## config.mk

```make
export PLATFORM = sky130hd
export DESIGN_NAME = grid_local_minimum_detector_flat
export DESIGN_NICKNAME = d
export VERILOG_FILES = /design/src/rtl/core/glmd_pkg.sv /design/src/rtl/core/glmd_ifs.sv /design/src/rtl/core/glmd_cell.sv /design/src/rtl/core/glmd_line_chain.sv /design/src/rtl/core/grid_local_minimum_detector.sv /design/src/flat_wrapper.sv
export SDC_FILE = /design/constraint.sdc
export NUM_CORES = 2
export LEC_CHECK = 0
export BUFFER_PORTS_ARGS = -buffer_cell sky130_fd_sc_hd__buf_2
export CORE_MARGIN = 3
export CORE_UTILIZATION = 50
export DETAILED_ROUTE_END_ITERATION = 8
export HOLD_SLACK_MARGIN = 0.15
export PLACE_DENSITY = 0.65
export SYNTH_ARGS = -nofsm -noshare
export SYNTH_HDL_FRONTEND = slang
export SYNTH_SLANG_ARGS = --single-unit
```

## constraint.sdc

```tcl
create_clock -name clk -period 81 [get_ports clk]
set_input_delay 16.2 -clock clk [delete_from_list [all_inputs] [get_ports clk]]
set_output_delay 16.2 -clock clk [all_outputs]
set_load 0.02 [all_outputs]
```

## src/rtl/core/glmd_pkg.sv

```systemverilog
// Shared types, constants and the helper function of the grid local minimum detector.
package glmd_pkg;

    localparam int PIX_W      = 4;
    localparam int ROW_W      = 7;
    localparam int COL_W      = 7;
    localparam int RISK_W     = 19;
    localparam int CFG_IDX_W  = 8;
    localparam int CFG_DATA_W = 8;

    localparam int DEF_MAX_WIDTH  = 128;
    localparam int DEF_MAX_HEIGHT = 128;
    localparam int RESET_DIM      = 128;

    localparam logic [RISK_W-1:0] RISK_MAX = {RISK_W{1'b1}};

    // Register indexes of the configuration port.
    localparam logic [CFG_IDX_W-1:0] REG_FRAME_WIDTH  = 8'd0;
    localparam logic [CFG_IDX_W-1:0] REG_FRAME_HEIGHT = 8'd1;

    // Result kinds.
    localparam logic KIND_LOW  = 1'b0;
    localparam logic KIND_DONE = 1'b1;

    // Result slots of one pixel, in the order the results leave.
    localparam int SLOT_UP    = 0;
    localparam int SLOT_LEFT  = 1;
    localparam int SLOT_FINAL = 2;
    localparam int SLOT_DONE  = 3;
    localparam int NUM_SLOTS  = 4;
    localparam int NUM_CANDS  = 3;

    // Result queue.
    localparam int RQ_DEPTH = 8;
    localparam int RQ_PW    = $clog2(RQ_DEPTH);
    localparam int RQ_CW    = $clog2(RQ_DEPTH + 1);

    typedef logic [PIX_W-1:0]      pix_t;
    typedef logic [ROW_W-1:0]      row_t;
    typedef logic [COL_W-1:0]      col_t;
    typedef logic [RISK_W-1:0]     risk_t;
    typedef logic [CFG_IDX_W-1:0]  cfg_idx_t;
    typedef logic [CFG_DATA_W-1:0] cfg_data_t;

    // A candidate low point found when a pixel arrives.
    typedef struct packed {
        row_t row;
        col_t col;
        pix_t h;
    } cand_t;

    // One result word as it waits in the result queue.
    typedef struct packed {
        logic  kind;
        row_t  row;
        col_t  col;
        pix_t  cell_height;
        risk_t risk_total;
        logic  last_of_run;
    } res_word_t;

    // Adds height plus one to the running total and clips at the maximum.
    function automatic risk_t risk_add(input risk_t total, input pix_t h);
        logic [RISK_W:0] sum;
        sum = {1'b0, total} + (RISK_W + 1)'(h) + (RISK_W + 1)'(1);
        if (sum > {1'b0, RISK_MAX})
        begin
            return RISK_MAX;
        end
        return sum[RISK_W-1:0];
    endfunction

endpackage

```

## src/rtl/core/glmd_ifs.sv

```systemverilog
// Handshake interfaces of the pixel, result and configuration channels.
interface glmd_pixel_if import glmd_pkg::*; ();
    logic valid;
    logic ready;
    pix_t height;

    modport source (output valid, output height, input ready);
    modport sink (input valid, input height, output ready);
endinterface

interface glmd_result_if import glmd_pkg::*; ();
    logic  valid;
    logic  ready;
    logic  kind;
    row_t  row;
    col_t  col;
    pix_t  cell_height;
    risk_t risk_total;
    logic  last_of_run;

    modport source (output valid, output kind, output row, output col, output cell_height,
                    output risk_total, output last_of_run, input ready);
    modport sink (input valid, input kind, input row, input col, input cell_height,
                  input risk_total, input last_of_run, output ready);
endinterface

interface glmd_cfg_if import glmd_pkg::*; ();
    logic      valid;
    logic      ready;
    cfg_idx_t  index;
    cfg_data_t data;

    modport source (output valid, output index, output data, input ready);
    modport sink (input valid, input index, input data, output ready);
endinterface

```

## src/rtl/core/glmd_cell.sv

```systemverilog
// One stage of a pixel line: loads a new pixel when it is the entry point, else takes its neighbor's.
module glmd_cell import glmd_pkg::*;
(
    input  logic clk,
    input  logic shift,
    input  logic load,
    input  pix_t pix_in,
    input  pix_t prev_in,
    output pix_t q
);

    pix_t q_reg;

    always_ff @(posedge clk)
    begin
        if (shift)
        begin
            q_reg <= load ? pix_in : prev_in;
        end
    end

    assign q = q_reg;

endmodule

```

## src/rtl/core/glmd_line_chain.sv

```systemverilog
// Chain of pixel cells with a movable entry point, forming a delay line of programmable length.
module glmd_line_chain import glmd_pkg::*;
#(
    parameter int DEPTH = DEF_MAX_WIDTH,
    parameter int IW    = $clog2(DEF_MAX_WIDTH + 2)
)
(
    input  logic          clk,
    input  logic          shift,
    input  logic [IW-1:0] entry,
    input  pix_t          pix_in,
    output pix_t          taps [DEPTH]
);

    for (genvar k = 0; k < DEPTH; k++)
    begin : g_stage
        pix_t prev;

        if (k == 0)
        begin : g_first
            assign prev = pix_in;
        end
        else
        begin : g_next
            assign prev = taps[k-1];
        end

        glmd_cell u_stage (
            .clk     (clk),
            .shift   (shift),
            .load    (entry == IW'(k)),
            .pix_in  (pix_in),
            .prev_in (prev),
            .q       (taps[k])
        );
    end

endmodule

```

## src/rtl/core/grid_local_minimum_detector.sv

```systemverilog
// Top level of the grid local minimum detector: line delay chains, decision stage and result queue.
//
//   Channel   Modport  Words carried                                       Accepted when
//   pixels    sink     height of the next pixel, row-major order            valid && ready
//   results   source   kind, row, col, cell_height, risk_total, last_of_run  valid && ready
//   cfg       sink     index (0 frame_width, 1 frame_height), data          valid && ready
//
// One pixel is accepted per clock while pixels.ready is high. Its result words wait in the
// staging register until the queue has room for all of them, then enter the queue together.
// Words leave at one per clock while results.ready is high, through an eight word queue, so
// the output port sets the pace whenever pixels cause more than one word each.
// Reset clears the counters, the running total, the staging register and the queue; the line
// cells hold garbage until the frame writes them, and there is no clearing pass.
// pixels.ready drops only while the staged pixel's words do not fit into the queue.
// cfg.ready is always high; any write to a known register restarts the frame.
module grid_local_minimum_detector import glmd_pkg::*;
#(
    parameter int MAX_WIDTH  = DEF_MAX_WIDTH,
    parameter int MAX_HEIGHT = DEF_MAX_HEIGHT
)
(
    input  logic clk,
    input  logic rst_n,
    glmd_pixel_if.sink    pixels,
    glmd_result_if.source results,
    glmd_cfg_if.sink      cfg
);

    // Column and row counter widths.
    localparam int XW = (MAX_WIDTH > 1) ? $clog2(MAX_WIDTH) : 1;
    localparam int YW = (MAX_HEIGHT > 1) ? $clog2(MAX_HEIGHT) : 1;

    // The first line chain delivers the pixels w-1, w and w+1 steps back on its last three
    // cells; the second one is fed from the w tap and delivers the pixel 2w steps back.
    localparam int NA = MAX_WIDTH + 2;
    localparam int NB = MAX_WIDTH;
    localparam int EW = $clog2(MAX_WIDTH + 2);

    localparam int W_RST = (RESET_DIM > MAX_WIDTH) ? MAX_WIDTH : RESET_DIM;
    localparam int H_RST = (RESET_DIM > MAX_HEIGHT) ? MAX_HEIGHT : RESET_DIM;

    // ------------------------------------------------------------------
    // Configuration. The clamped width is kept as the last column index
    // and as the entry points of both chains.
    // ------------------------------------------------------------------
    logic [XW-1:0] w_last_reg,  w_last_next;
    logic [YW-1:0] h_last_reg,  h_last_next;
    logic [EW-1:0] entry_a_reg, entry_a_next;
    logic [EW-1:0] entry_b_reg, entry_b_next;
    logic          cfg_we;
    logic          cfg_restart;
    int            w_eff;
    int            h_eff;

    assign cfg.ready   = 1'b1;
    assign cfg_we      = cfg.valid && cfg.ready;
    assign cfg_restart = cfg_we && (cfg.index == REG_FRAME_WIDTH ||
                                    cfg.index == REG_FRAME_HEIGHT);

    always_comb
    begin
        w_eff = int'(cfg.data);
        if (w_eff == 0)
        begin
            w_eff = 1;
        end
        else if (w_eff > MAX_WIDTH)
        begin
            w_eff = MAX_WIDTH;
        end

        h_eff = int'(cfg.data);
        if (h_eff == 0)
        begin
            h_eff = 1;
        end
        else if (h_eff > MAX_HEIGHT)
        begin
            h_eff = MAX_HEIGHT;
        end

        w_last_next  = w_last_reg;
        h_last_next  = h_last_reg;
        entry_a_next = entry_a_reg;
        entry_b_next = entry_b_reg;
        if (cfg_we)
        begin
            unique case (cfg.index)
                REG_FRAME_WIDTH:
                begin
                    w_last_next  = XW'(w_eff - 1);
                    entry_a_next = EW'(MAX_WIDTH + 1 - w_eff);
                    entry_b_next = EW'(MAX_WIDTH - w_eff);
                end
                REG_FRAME_HEIGHT:
                begin
                    h_last_next = YW'(h_eff - 1);
                end
                default:
                begin
                end
            endcase
        end
    end

    always_ff @(posedge clk or negedge rst_n)
    begin
        if (!rst_n)
        begin
            w_last_reg  <= XW'(W_RST - 1);
            h_last_reg  <= YW'(H_RST - 1);
            entry_a_reg <= EW'(MAX_WIDTH + 1 - W_RST);
            entry_b_reg <= EW'(MAX_WIDTH - W_RST);
        end
        else
        begin
            w_last_reg  <= w_last_next;
            h_last_reg  <= h_last_next;
            entry_a_reg <= entry_a_next;
            entry_b_reg <= entry_b_next;
        end
    end

    // ------------------------------------------------------------------
    // Line chains and the two most recent pixels of the current row.
    // ------------------------------------------------------------------
    logic accept;
    pix_t line_a [NA];
    pix_t line_b [NB];
    pix_t pix;

    assign pix = pixels.height;

    glmd_line_chain #(.DEPTH(NA), .IW(EW)) u_line_a (
        .clk    (clk),
        .shift  (accept),
        .entry  (entry_a_reg),
        .pix_in (pix),
        .taps   (line_a)
    );

    glmd_line_chain #(.DEPTH(NB), .IW(EW)) u_line_b (
        .clk    (clk),
        .shift  (accept),
        .entry  (entry_b_reg),
        .pix_in (line_a[NA-2]),
        .taps   (line_b)
    );

    pix_t recent0_reg, recent1_reg;

    always_ff @(posedge clk or negedge rst_n)
    begin
        if (!rst_n)
        begin
            recent0_reg <= '0;
            recent1_reg <= '0;
        end
        else if (accept)
        begin
            recent1_reg <= recent0_reg;
            recent0_reg <= pix;
        end
    end

    // ------------------------------------------------------------------
    // Decision logic. With w the row width, the taps hold:
    //   same column one row up (tap_w), the cell right of it (tap_wm1),
    //   the cell left of it (tap_wp1) and the cell two rows up (tap_2w).
    // ------------------------------------------------------------------
    logic [XW-1:0] col_reg;
    logic [YW-1:0] row_reg;
    pix_t          tap_wm1, tap_w, tap_wp1, tap_2w;
    logic          last_row, last_col;
    logic          row_nz, col_nz;
    logic [NUM_SLOTS-1:0] slot_found;
    cand_t         cand [NUM_CANDS];

    assign tap_wp1  = line_a[NA-1];
    assign tap_w    = line_a[NA-2];
    assign tap_wm1  = line_a[NA-3];
    assign tap_2w   = line_b[NB-1];
    assign last_row = (row_reg == h_last_reg);
    assign last_col = (col_reg == w_last_reg);
    assign row_nz   = (row_reg != '0);
    assign col_nz   = (col_reg != '0);

    always_comb
    begin
        // The cell one row up is decided by its lower neighbor, the new pixel.
        slot_found[SLOT_UP] = row_nz && (pix > tap_w);
        if (row_reg > YW'(1) && tap_2w <= tap_w)
        begin
            slot_found[SLOT_UP] = 1'b0;
        end
        if (col_nz && tap_wp1 <= tap_w)
        begin
            slot_found[SLOT_UP] = 1'b0;
        end
        if (!last_col && tap_wm1 <= tap_w)
        begin
            slot_found[SLOT_UP] = 1'b0;
        end

        // In the bottom row the cell to the left is decided by its right neighbor.
        slot_found[SLOT_LEFT] = last_row && col_nz && (pix > recent0_reg);
        if (row_nz && tap_wp1 <= recent0_reg)
        begin
            slot_found[SLOT_LEFT] = 1'b0;
        end
        if (col_reg > XW'(1) && recent1_reg <= recent0_reg)
        begin
            slot_found[SLOT_LEFT] = 1'b0;
        end

        // The final pixel of the frame has only its upper and left neighbors.
        slot_found[SLOT_FINAL] = last_row && last_col;
        if (row_nz && tap_w <= pix)
        begin
            slot_found[SLOT_FINAL] = 1'b0;
        end
        if (col_nz && recent0_reg <= pix)
        begin
            slot_found[SLOT_FINAL] = 1'b0;
        end

        slot_found[SLOT_DONE] = last_row && last_col;

        cand[SLOT_UP].row    = ROW_W'(row_reg - 1'b1);
        cand[SLOT_UP].col    = COL_W'(col_reg);
        cand[SLOT_UP].h      = tap_w;
        cand[SLOT_LEFT].row  = ROW_W'(row_reg);
        cand[SLOT_LEFT].col  = COL_W'(col_reg - 1'b1);
        cand[SLOT_LEFT].h    = recent0_reg;
        cand[SLOT_FINAL].row = ROW_W'(row_reg);
        cand[SLOT_FINAL].col = COL_W'(col_reg);
        cand[SLOT_FINAL].h   = pix;
    end

    // Position of the next pixel.
    always_ff @(posedge clk or negedge rst_n)
    begin
        if (!rst_n)
        begin
            row_reg <= '0;
            col_reg <= '0;
        end
        else if (cfg_restart)
        begin
            row_reg <= '0;
            col_reg <= '0;
        end
        else if (accept)
        begin
            if (last_col)
            begin
                col_reg <= '0;
                row_reg <= last_row ? '0 : row_reg + 1'b1;
            end
            else
            begin
                col_reg <= col_reg + 1'b1;
            end
        end
    end

    // ------------------------------------------------------------------
    // Staging register: the found results of one pixel wait here until the
    // queue has room for all of them.
    // ------------------------------------------------------------------
    logic                 p1_valid_reg;
    logic [NUM_SLOTS-1:0] p1_slot_reg;
    cand_t                p1_cand_reg [NUM_CANDS];
    logic [RQ_CW-1:0]     p1_count;
    logic [RQ_CW-1:0]     rq_count_reg, rq_count_next;
    logic                 move;
    logic                 in_ready;

    assign p1_count      = RQ_CW'($countones(p1_slot_reg));
    assign move          = p1_valid_reg && ((RQ_CW'(RQ_DEPTH) - rq_count_reg) >= p1_count);
    assign in_ready      = !p1_valid_reg || move;
    assign pixels.ready  = in_ready;
    assign accept        = pixels.valid && in_ready;

    always_ff @(posedge clk or negedge rst_n)
    begin
        if (!rst_n)
        begin
            p1_valid_reg <= 1'b0;
            p1_slot_reg  <= '0;
        end
        else if (accept)
        begin
            p1_valid_reg <= 1'b1;
            p1_slot_reg  <= slot_found;
        end
        else if (move)
        begin
            p1_valid_reg <= 1'b0;
        end
    end

    always_ff @(posedge clk)
    begin
        if (accept)
        begin
            p1_cand_reg <= cand;
        end
    end

    // ------------------------------------------------------------------
    // Running total and result words of the staged pixel.
    // ------------------------------------------------------------------
    risk_t     risk_reg;
    risk_t     run_total [NUM_SLOTS];
    res_word_t word [NUM_SLOTS];
    logic [1:0] slot_pos [NUM_SLOTS];
    logic      later_found;

    always_comb
    begin
        run_total[SLOT_UP]    = p1_slot_reg[SLOT_UP] ?
                                risk_add(risk_reg, p1_cand_reg[SLOT_UP].h) : risk_reg;
        run_total[SLOT_LEFT]  = p1_slot_reg[SLOT_LEFT] ?
                                risk_add(run_total[SLOT_UP], p1_cand_reg[SLOT_LEFT].h) :
                                run_total[SLOT_UP];
        run_total[SLOT_FINAL] = p1_slot_reg[SLOT_FINAL] ?
                                risk_add(run_total[SLOT_LEFT], p1_cand_reg[SLOT_FINAL].h) :
                                run_total[SLOT_LEFT];
        run_total[SLOT_DONE]  = run_total[SLOT_FINAL];

        // Each found result takes the next free place after those found before it.
        slot_pos[0] = 2'd0;
        for (int k = 1; k < NUM_SLOTS; k++)
        begin
            slot_pos[k] = slot_pos[k-1] + 2'(p1_slot_reg[k-1]);
        end

        later_found = 1'b0;
        for (int k = NUM_SLOTS - 1; k >= 0; k--)
        begin
            word[k].risk_total  = run_total[k];
            word[k].last_of_run = !later_found;
            if (k == SLOT_DONE)
            begin
                word[k].kind        = KIND_DONE;
                word[k].row         = '0;
                word[k].col         = '0;
                word[k].cell_height = '0;
            end
            else
            begin
                word[k].kind        = KIND_LOW;
                word[k].row         = p1_cand_reg[k].row;
                word[k].col         = p1_cand_reg[k].col;
                word[k].cell_height = p1_cand_reg[k].h;
            end
            later_found = later_found || p1_slot_reg[k];
        end
    end

    always_ff @(posedge clk or negedge rst_n)
    begin
        if (!rst_n)
        begin
            risk_reg <= '0;
        end
        else if (cfg_restart)
        begin
            risk_reg <= '0;
        end
        else if (move)
        begin
            risk_reg <= p1_slot_reg[SLOT_DONE] ? '0 : run_total[SLOT_FINAL];
        end
    end

    // ------------------------------------------------------------------
    // Result queue: up to four words written per cycle, one read.
    // ------------------------------------------------------------------
    res_word_t        rq_mem [RQ_DEPTH];
    logic [RQ_PW-1:0] rq_wr_reg, rq_rd_reg;
    logic             pop;
    res_word_t        head;

    assign head = rq_mem[rq_rd_reg];
    assign pop  = results.valid && results.ready;

    assign results.valid       = (rq_count_reg != '0);
    assign results.kind        = head.kind;
    assign results.row         = head.row;
    assign results.col         = head.col;
    assign results.cell_height = head.cell_height;
    assign results.risk_total  = head.risk_total;
    assign results.last_of_run = head.last_of_run;

    always_comb
    begin
        rq_count_next = rq_count_reg;
        if (move)
        begin
            rq_count_next = rq_count_next + p1_count;
        end
        if (pop)
        begin
            rq_count_next = rq_count_next - 1'b1;
        end
    end

    always_ff @(posedge clk)
    begin
        for (int k = 0; k < NUM_SLOTS; k++)
        begin
            if (move && p1_slot_reg[k])
            begin
                rq_mem[rq_wr_reg + RQ_PW'(slot_pos[k])] <= word[k];
            end
        end
    end

    always_ff @(posedge clk or negedge rst_n)
    begin
        if (!rst_n)
        begin
            rq_count_reg <= '0;
            rq_wr_reg    <= '0;
            rq_rd_reg    <= '0;
        end
        else
        begin
            rq_count_reg <= rq_count_next;
            if (move)
            begin
                rq_wr_reg <= rq_wr_reg + RQ_PW'(p1_count);
            end
            if (pop)
            begin
                rq_rd_reg <= rq_rd_reg + 1'b1;
            end
        end
    end

    // ------------------------------------------------------------------
    // Assertions.
    // ------------------------------------------------------------------
    a_queue_bound: assert property (@(posedge clk) disable iff (!rst_n)
        rq_count_reg <= RQ_CW'(RQ_DEPTH))
        else $error("result queue holds more words than its depth");

    a_col_in_row: assert property (@(posedge clk) disable iff (!rst_n)
        col_reg <= w_last_reg)
        else $error("column counter ran past the last column");

    a_done_closes: assert property (@(posedge clk) disable iff (!rst_n)
        pop && results.kind == KIND_DONE |-> results.last_of_run)
        else $error("frame done word is not the last word of its pixel");

    a_total_cleared: assert property (@(posedge clk) disable iff (!rst_n)
        move && p1_slot_reg[SLOT_DONE] |=> risk_reg == '0)
        else $error("running total not cleared after frame done");

    a_stall_cause: assert property (@(posedge clk) disable iff (!rst_n)
        !in_ready |-> p1_valid_reg && (rq_count_reg != '0))
        else $error("pixel stalled while the result queue is empty");

endmodule
```

## src/flat_wrapper.sv

```systemverilog
// flat-port wrapper written by rule: the top's interface ports become plain ports
module grid_local_minimum_detector_flat import glmd_pkg::*;
#(
    parameter int MAX_WIDTH  = DEF_MAX_WIDTH,
    parameter int MAX_HEIGHT = DEF_MAX_HEIGHT
)
  (clk, rst_n, pixels_valid, pixels_height, pixels_ready, results_valid, results_kind, results_row, results_col, results_cell_height, results_risk_total, results_last_of_run, results_ready, cfg_valid, cfg_index, cfg_data, cfg_ready);
  glmd_pixel_if pixels_i ();
  glmd_result_if results_i ();
  glmd_cfg_if cfg_i ();
  input  logic clk;
  input  logic rst_n;
  input wire logic [$bits(pixels_i.valid)-1:0] pixels_valid;
  input wire logic [$bits(pixels_i.height)-1:0] pixels_height;
  output wire logic [$bits(pixels_i.ready)-1:0] pixels_ready;
  output wire logic [$bits(results_i.valid)-1:0] results_valid;
  output wire logic [$bits(results_i.kind)-1:0] results_kind;
  output wire logic [$bits(results_i.row)-1:0] results_row;
  output wire logic [$bits(results_i.col)-1:0] results_col;
  output wire logic [$bits(results_i.cell_height)-1:0] results_cell_height;
  output wire logic [$bits(results_i.risk_total)-1:0] results_risk_total;
  output wire logic [$bits(results_i.last_of_run)-1:0] results_last_of_run;
  input wire logic [$bits(results_i.ready)-1:0] results_ready;
  input wire logic [$bits(cfg_i.valid)-1:0] cfg_valid;
  input wire logic [$bits(cfg_i.index)-1:0] cfg_index;
  input wire logic [$bits(cfg_i.data)-1:0] cfg_data;
  output wire logic [$bits(cfg_i.ready)-1:0] cfg_ready;
  assign pixels_i.valid = pixels_valid;
  assign pixels_i.height = pixels_height;
  assign pixels_ready = pixels_i.ready;
  assign results_valid = results_i.valid;
  assign results_kind = results_i.kind;
  assign results_row = results_i.row;
  assign results_col = results_i.col;
  assign results_cell_height = results_i.cell_height;
  assign results_risk_total = results_i.risk_total;
  assign results_last_of_run = results_i.last_of_run;
  assign results_i.ready = results_ready;
  assign cfg_i.valid = cfg_valid;
  assign cfg_i.index = cfg_index;
  assign cfg_i.data = cfg_data;
  assign cfg_ready = cfg_i.ready;
  grid_local_minimum_detector #(.MAX_WIDTH(MAX_WIDTH), .MAX_HEIGHT(MAX_HEIGHT)) u_core (.clk(clk), .rst_n(rst_n), .pixels(pixels_i), .results(results_i), .cfg(cfg_i));
endmodule
```

==> run metrics <==
status finished, final reports clean; number of buffers created by CTS 155; core area 138000 um2; number of slew-limit violations in the final report 0; number of synthesized flops with an enable pin 1216; relative area change from synthesis to final layout 9.94%; depth of the critical timing path with buffers and inverters included 6; number of cells after detailed placement 7552; filler instances 11.4k; startpoint type of the worst setup path input port; TritonCTS clock tree done; average instance area after synthesis 11.6 um2; number of flip-flops in the largest register 520; Buffers & Inverters on Critical Path 5; uppermost layer routed met5; average via count per standard cell 6.01; summed instance area of the synthesized netlist 69300 um2; Worst Path Arrival 20780 ps; highest achievable clock rate 0.0491 GHz; Primary FF master, synth sky130_fd_sc_hd__edfxtp_1; global-route wire length before repair 272000 um; DRT iter0 DRCs 4812; most common cell after layout, fill and taps aside sky130_fd_sc_hd__edfxtp_1; Tcrit/Tclk final 25.1%; Crit path largest cell delay 940 ps; met3 wire length 12800 um; required time reported for the critical path endpoint 81410 ps; cell area power density 36.2 nW/um2; vias in the first global route 45.4k; number of maximum-capacitance constraint violations 0; Final Instance Count excl. Fillers 7837; Final Setup Violations 0; unrepaired setup endpoints after global routing no; die boundary height 378 um; overall global routing resource usage 24.6%; most repeated library cell on the critical path sky130_fd_sc_hd__buf_4; post-route ant nets 0; HPWL after detailed placement 106000 um; Final GP Congestion 0.903; share of synthesized area occupied by flip-flops and latches 60.4%; drt drc 0; sequential cell area 41900 um2; pin count of the biggest net entering global routing 185; met2 routed WL 82300 um; most frequent cells in the layout 1216 x sky130_fd_sc_hd__edfxtp_1, 1004 x sky130_fd_sc_hd__nand2_1, 708 x sky130_fd_sc_hd__o21ai_0; cell count of the worst reg-to-reg path 20; vias post-DR 47.1k; critical setup path kind input port to flip-flop; final layout net count 6019; asr flop ratio synth 5.82%; maximum clock skew at final layout 21.5 ps; Max FO, Critical Path 161; synth warn 0; total overflow reported by the global router 0; combined area of the multi-input logic cells 25900 um2; H-tree Lvls 4; Tightest Pin Transition 1270 ps; final critical-path required period 20370 ps; reported leakage power 28.1 nW; slowest library cell on the worst path sky130_fd_sc_hd__buf_4; hold violation count in the final report 0; CTS Sinks 1461; total negative setup slack 0 ps; number of synthesized register bits 1461; least setup slack across all paths after layout 60630 ps; Root Buffer Master sky130_fd_sc_hd__clkbuf_16; Place WS 59910 ps; Die Outline Area 143000 um2; Cell Chain, Critical Path buf_2, nand2_1, inv_8, buf_4, buf_4, buf_4; insertion delay of the later-clocked pin in the worst-skew pair 790 ps; Port-buffer cells 65; number of gates resized after CTS 0; path category of the worst min-delay check flip-flop to flip-flop; starting density of the core 50.4%; synthesized netlist net count 6103; hold slack final 447 ps; number of stages on the worst hold path 1; total wire length after detailed routing 177000 um; routed metal-1 wire length 77100 um; Max Buffers Root-to-Sink 3; site row count 136; number of hold buffers added after cts 0; die outline width 378 um; IO Count 67; post-CTS setup-driven buffer insertion count 0; Max-Slew Margin vs Limit 14.7%; WL/cell 22.6 um; Critical Path End Type flip-flop; number of antenna violations at the first check in global routing 3; share of final-layout standard cells stronger than drive strength 1 16.5%; number of distinct library cells after synthesis 91; clock input transition at the sequential cells of the worst setup and hold paths 60 ps; worst supply voltage drop on vdd 0.0000292 V; Post-Synthesis Cells 5999; top cell family by delay on the critical path buffers and inverters; first-pass iteration count of the detailed router 6
==> Yosys cell counts, types with 18 or more instances <==
| cell | count | share of area [%] |
|---|---|---|
| sky130_fd_sc_hd__nand2b_1 | 48 | 0.43 |
| sky130_fd_sc_hd__nor2_1 | 537 | 2.9 |
| sky130_fd_sc_hd__nand2_1 | 1005 | 5.4 |
| sky130_fd_sc_hd__edfxtp_1 | 1216 | 53 |
| sky130_fd_sc_hd__dfxtp_1 | 160 | 4.6 |
| sky130_fd_sc_hd__clkbuf_1 | 347 | 1.9 |
| sky130_fd_sc_hd__nand3_1 | 44 | 0.32 |
| sky130_fd_sc_hd__xnor2_1 | 43 | 0.54 |
| sky130_fd_sc_hd__buf_1 | 33 | 0.18 |
| sky130_fd_sc_hd__dfrtp_1 | 71 | 2.6 |
| sky130_fd_sc_hd__o21ai_0 | 708 | 5.1 |
| sky130_fd_sc_hd__nor3_1 | 71 | 0.51 |
| sky130_fd_sc_hd__and2_1 | 18 | 0.16 |
| sky130_fd_sc_hd__ha_1 | 70 | 1.3 |
| sky130_fd_sc_hd__mux2_2 | 454 | 7.4 |
| sky130_fd_sc_hd__inv_1 | 46 | 0.25 |
| sky130_fd_sc_hd__o211ai_1 | 57 | 0.62 |
| sky130_fd_sc_hd__a211oi_1 | 169 | 1.8 |
| sky130_fd_sc_hd__mux2i_1 | 136 | 2.0 |
| sky130_fd_sc_hd__xor2_1 | 26 | 0.33 |
| sky130_fd_sc_hd__a21oi_1 | 311 | 2.2 |
| sky130_fd_sc_hd__mux4_2 | 78 | 2.5 |
| sky130_fd_sc_hd__or3_1 | 20 | 0.18 |
| sky130_fd_sc_hd__nor2b_1 | 34 | 0.31 |
==> cell families after synthesis <==
family	count (synthesis)	synth area share [%]
compound gates	1403	11.7
xor+xnor	69	0.872
fa+ha+maj	79	1.52
buf+inv	450	2.50
flops	1461	60.4
mux	668	11.9
other cells	1	0.00541
simple gates	1868	11.2
==> power breakdown <==
| part | leakage (nW) | internal, W | switching [W] |
|---|---|---|---|
| Clock | 2.41 | 0.000405 | 0.000300 |
| Sequential | 14.2 | 0.00117 | 0.000121 |
| Combinational | 11.5 | 0.000295 | 0.000471 |
==> routing by layer <==
| layer | up-vias | GRT usage, % |
|---|---|---|
| met5 | - | 0 |
| met3 | 358 | 4.33 |
| met2 | 1698 | 39.3 |
| li1 | 21841 | - |
| met1 | 23198 | 34.3 |
| met4 | 2 | 8.22 |
==> worst reg2reg max path: stages (launching register included) <==
cell,delay (ps)
sky130_fd_sc_hd__edfxtp_1,540
sky130_fd_sc_hd__inv_1,280
sky130_fd_sc_hd__ha_1,290
sky130_fd_sc_hd__nor2b_1,350
sky130_fd_sc_hd__o2111ai_1,360
sky130_fd_sc_hd__a31oi_1,690
sky130_fd_sc_hd__and3_1,350
sky130_fd_sc_hd__o211ai_1,340
sky130_fd_sc_hd__o41ai_1,850
sky130_fd_sc_hd__a21oi_1,300
sky130_fd_sc_hd__a22oi_1,980
sky130_fd_sc_hd__ha_1,390
sky130_fd_sc_hd__nor2b_1,120
sky130_fd_sc_hd__o21ai_0,140
sky130_fd_sc_hd__nand2b_1,110
sky130_fd_sc_hd__and2_1,180
sky130_fd_sc_hd__o21ai_1,540
sky130_fd_sc_hd__or3_1,270
sky130_fd_sc_hd__a211oi_4,130
sky130_fd_sc_hd__nor3_1,1040
sky130_fd_sc_hd__a21oi_1,150
==> layout make-up <==
class / instances / share of cell area, %
clock buffers: 206 / 5.47
multi-input cells: 4088 / 34.0
clock inverters: 78 / 1.06
well taps: 1794 / 2.94
inverters: 53 / 0.281
diodes: 1 / 0.00328
repair buffers: 156 / 1.36
flip-flops and latches: 1461 / 54.9
==> worst paths after layout <==
kind | start | endpoint | slack (ps)
min in group asynchronous | rst_n | u_core.risk_reg[4]$_DFFE_PN0P_ | 15330
max in group asynchronous | rst_n | u_core.row_reg[6]$_DFFE_PN0P_ | 64440
min | u_core.rq_mem[6][38]$_SDFFE_PP1P_ | u_core.rq_mem[6][38]$_SDFFE_PP1P_ | 450
min reg2reg | u_core.rq_mem[6][38]$_SDFFE_PP1P_ | u_core.rq_mem[6][38]$_SDFFE_PP1P_ | 450
max | pixels_valid | u_core.u_line_a.g_stage[49].u_stage.q[2]$_DFFE_PP_ | 60630
max reg2reg | u_core.p1_cand_reg[36]$_DFFE_PP_ | u_core.rq_mem[2][14]$_DFFE_PP_ | 72270
==> per-stage QoR <==
step | power (W) | instance area, um2 | utilization (%)
floorplan | 0.00204 | 69300 | -
global placement | 0.00204 | 71300 | 51.8
detailed placement | 0.00206 | 71300 | 51.8
CTS | 0.00277 | 76200 | 55.4
global route | 0.00291 | 76200 | 55.4
finish | 0.00276 | 76200 | 55.4
No activity file was read; power rests on OpenSTA's default activity.
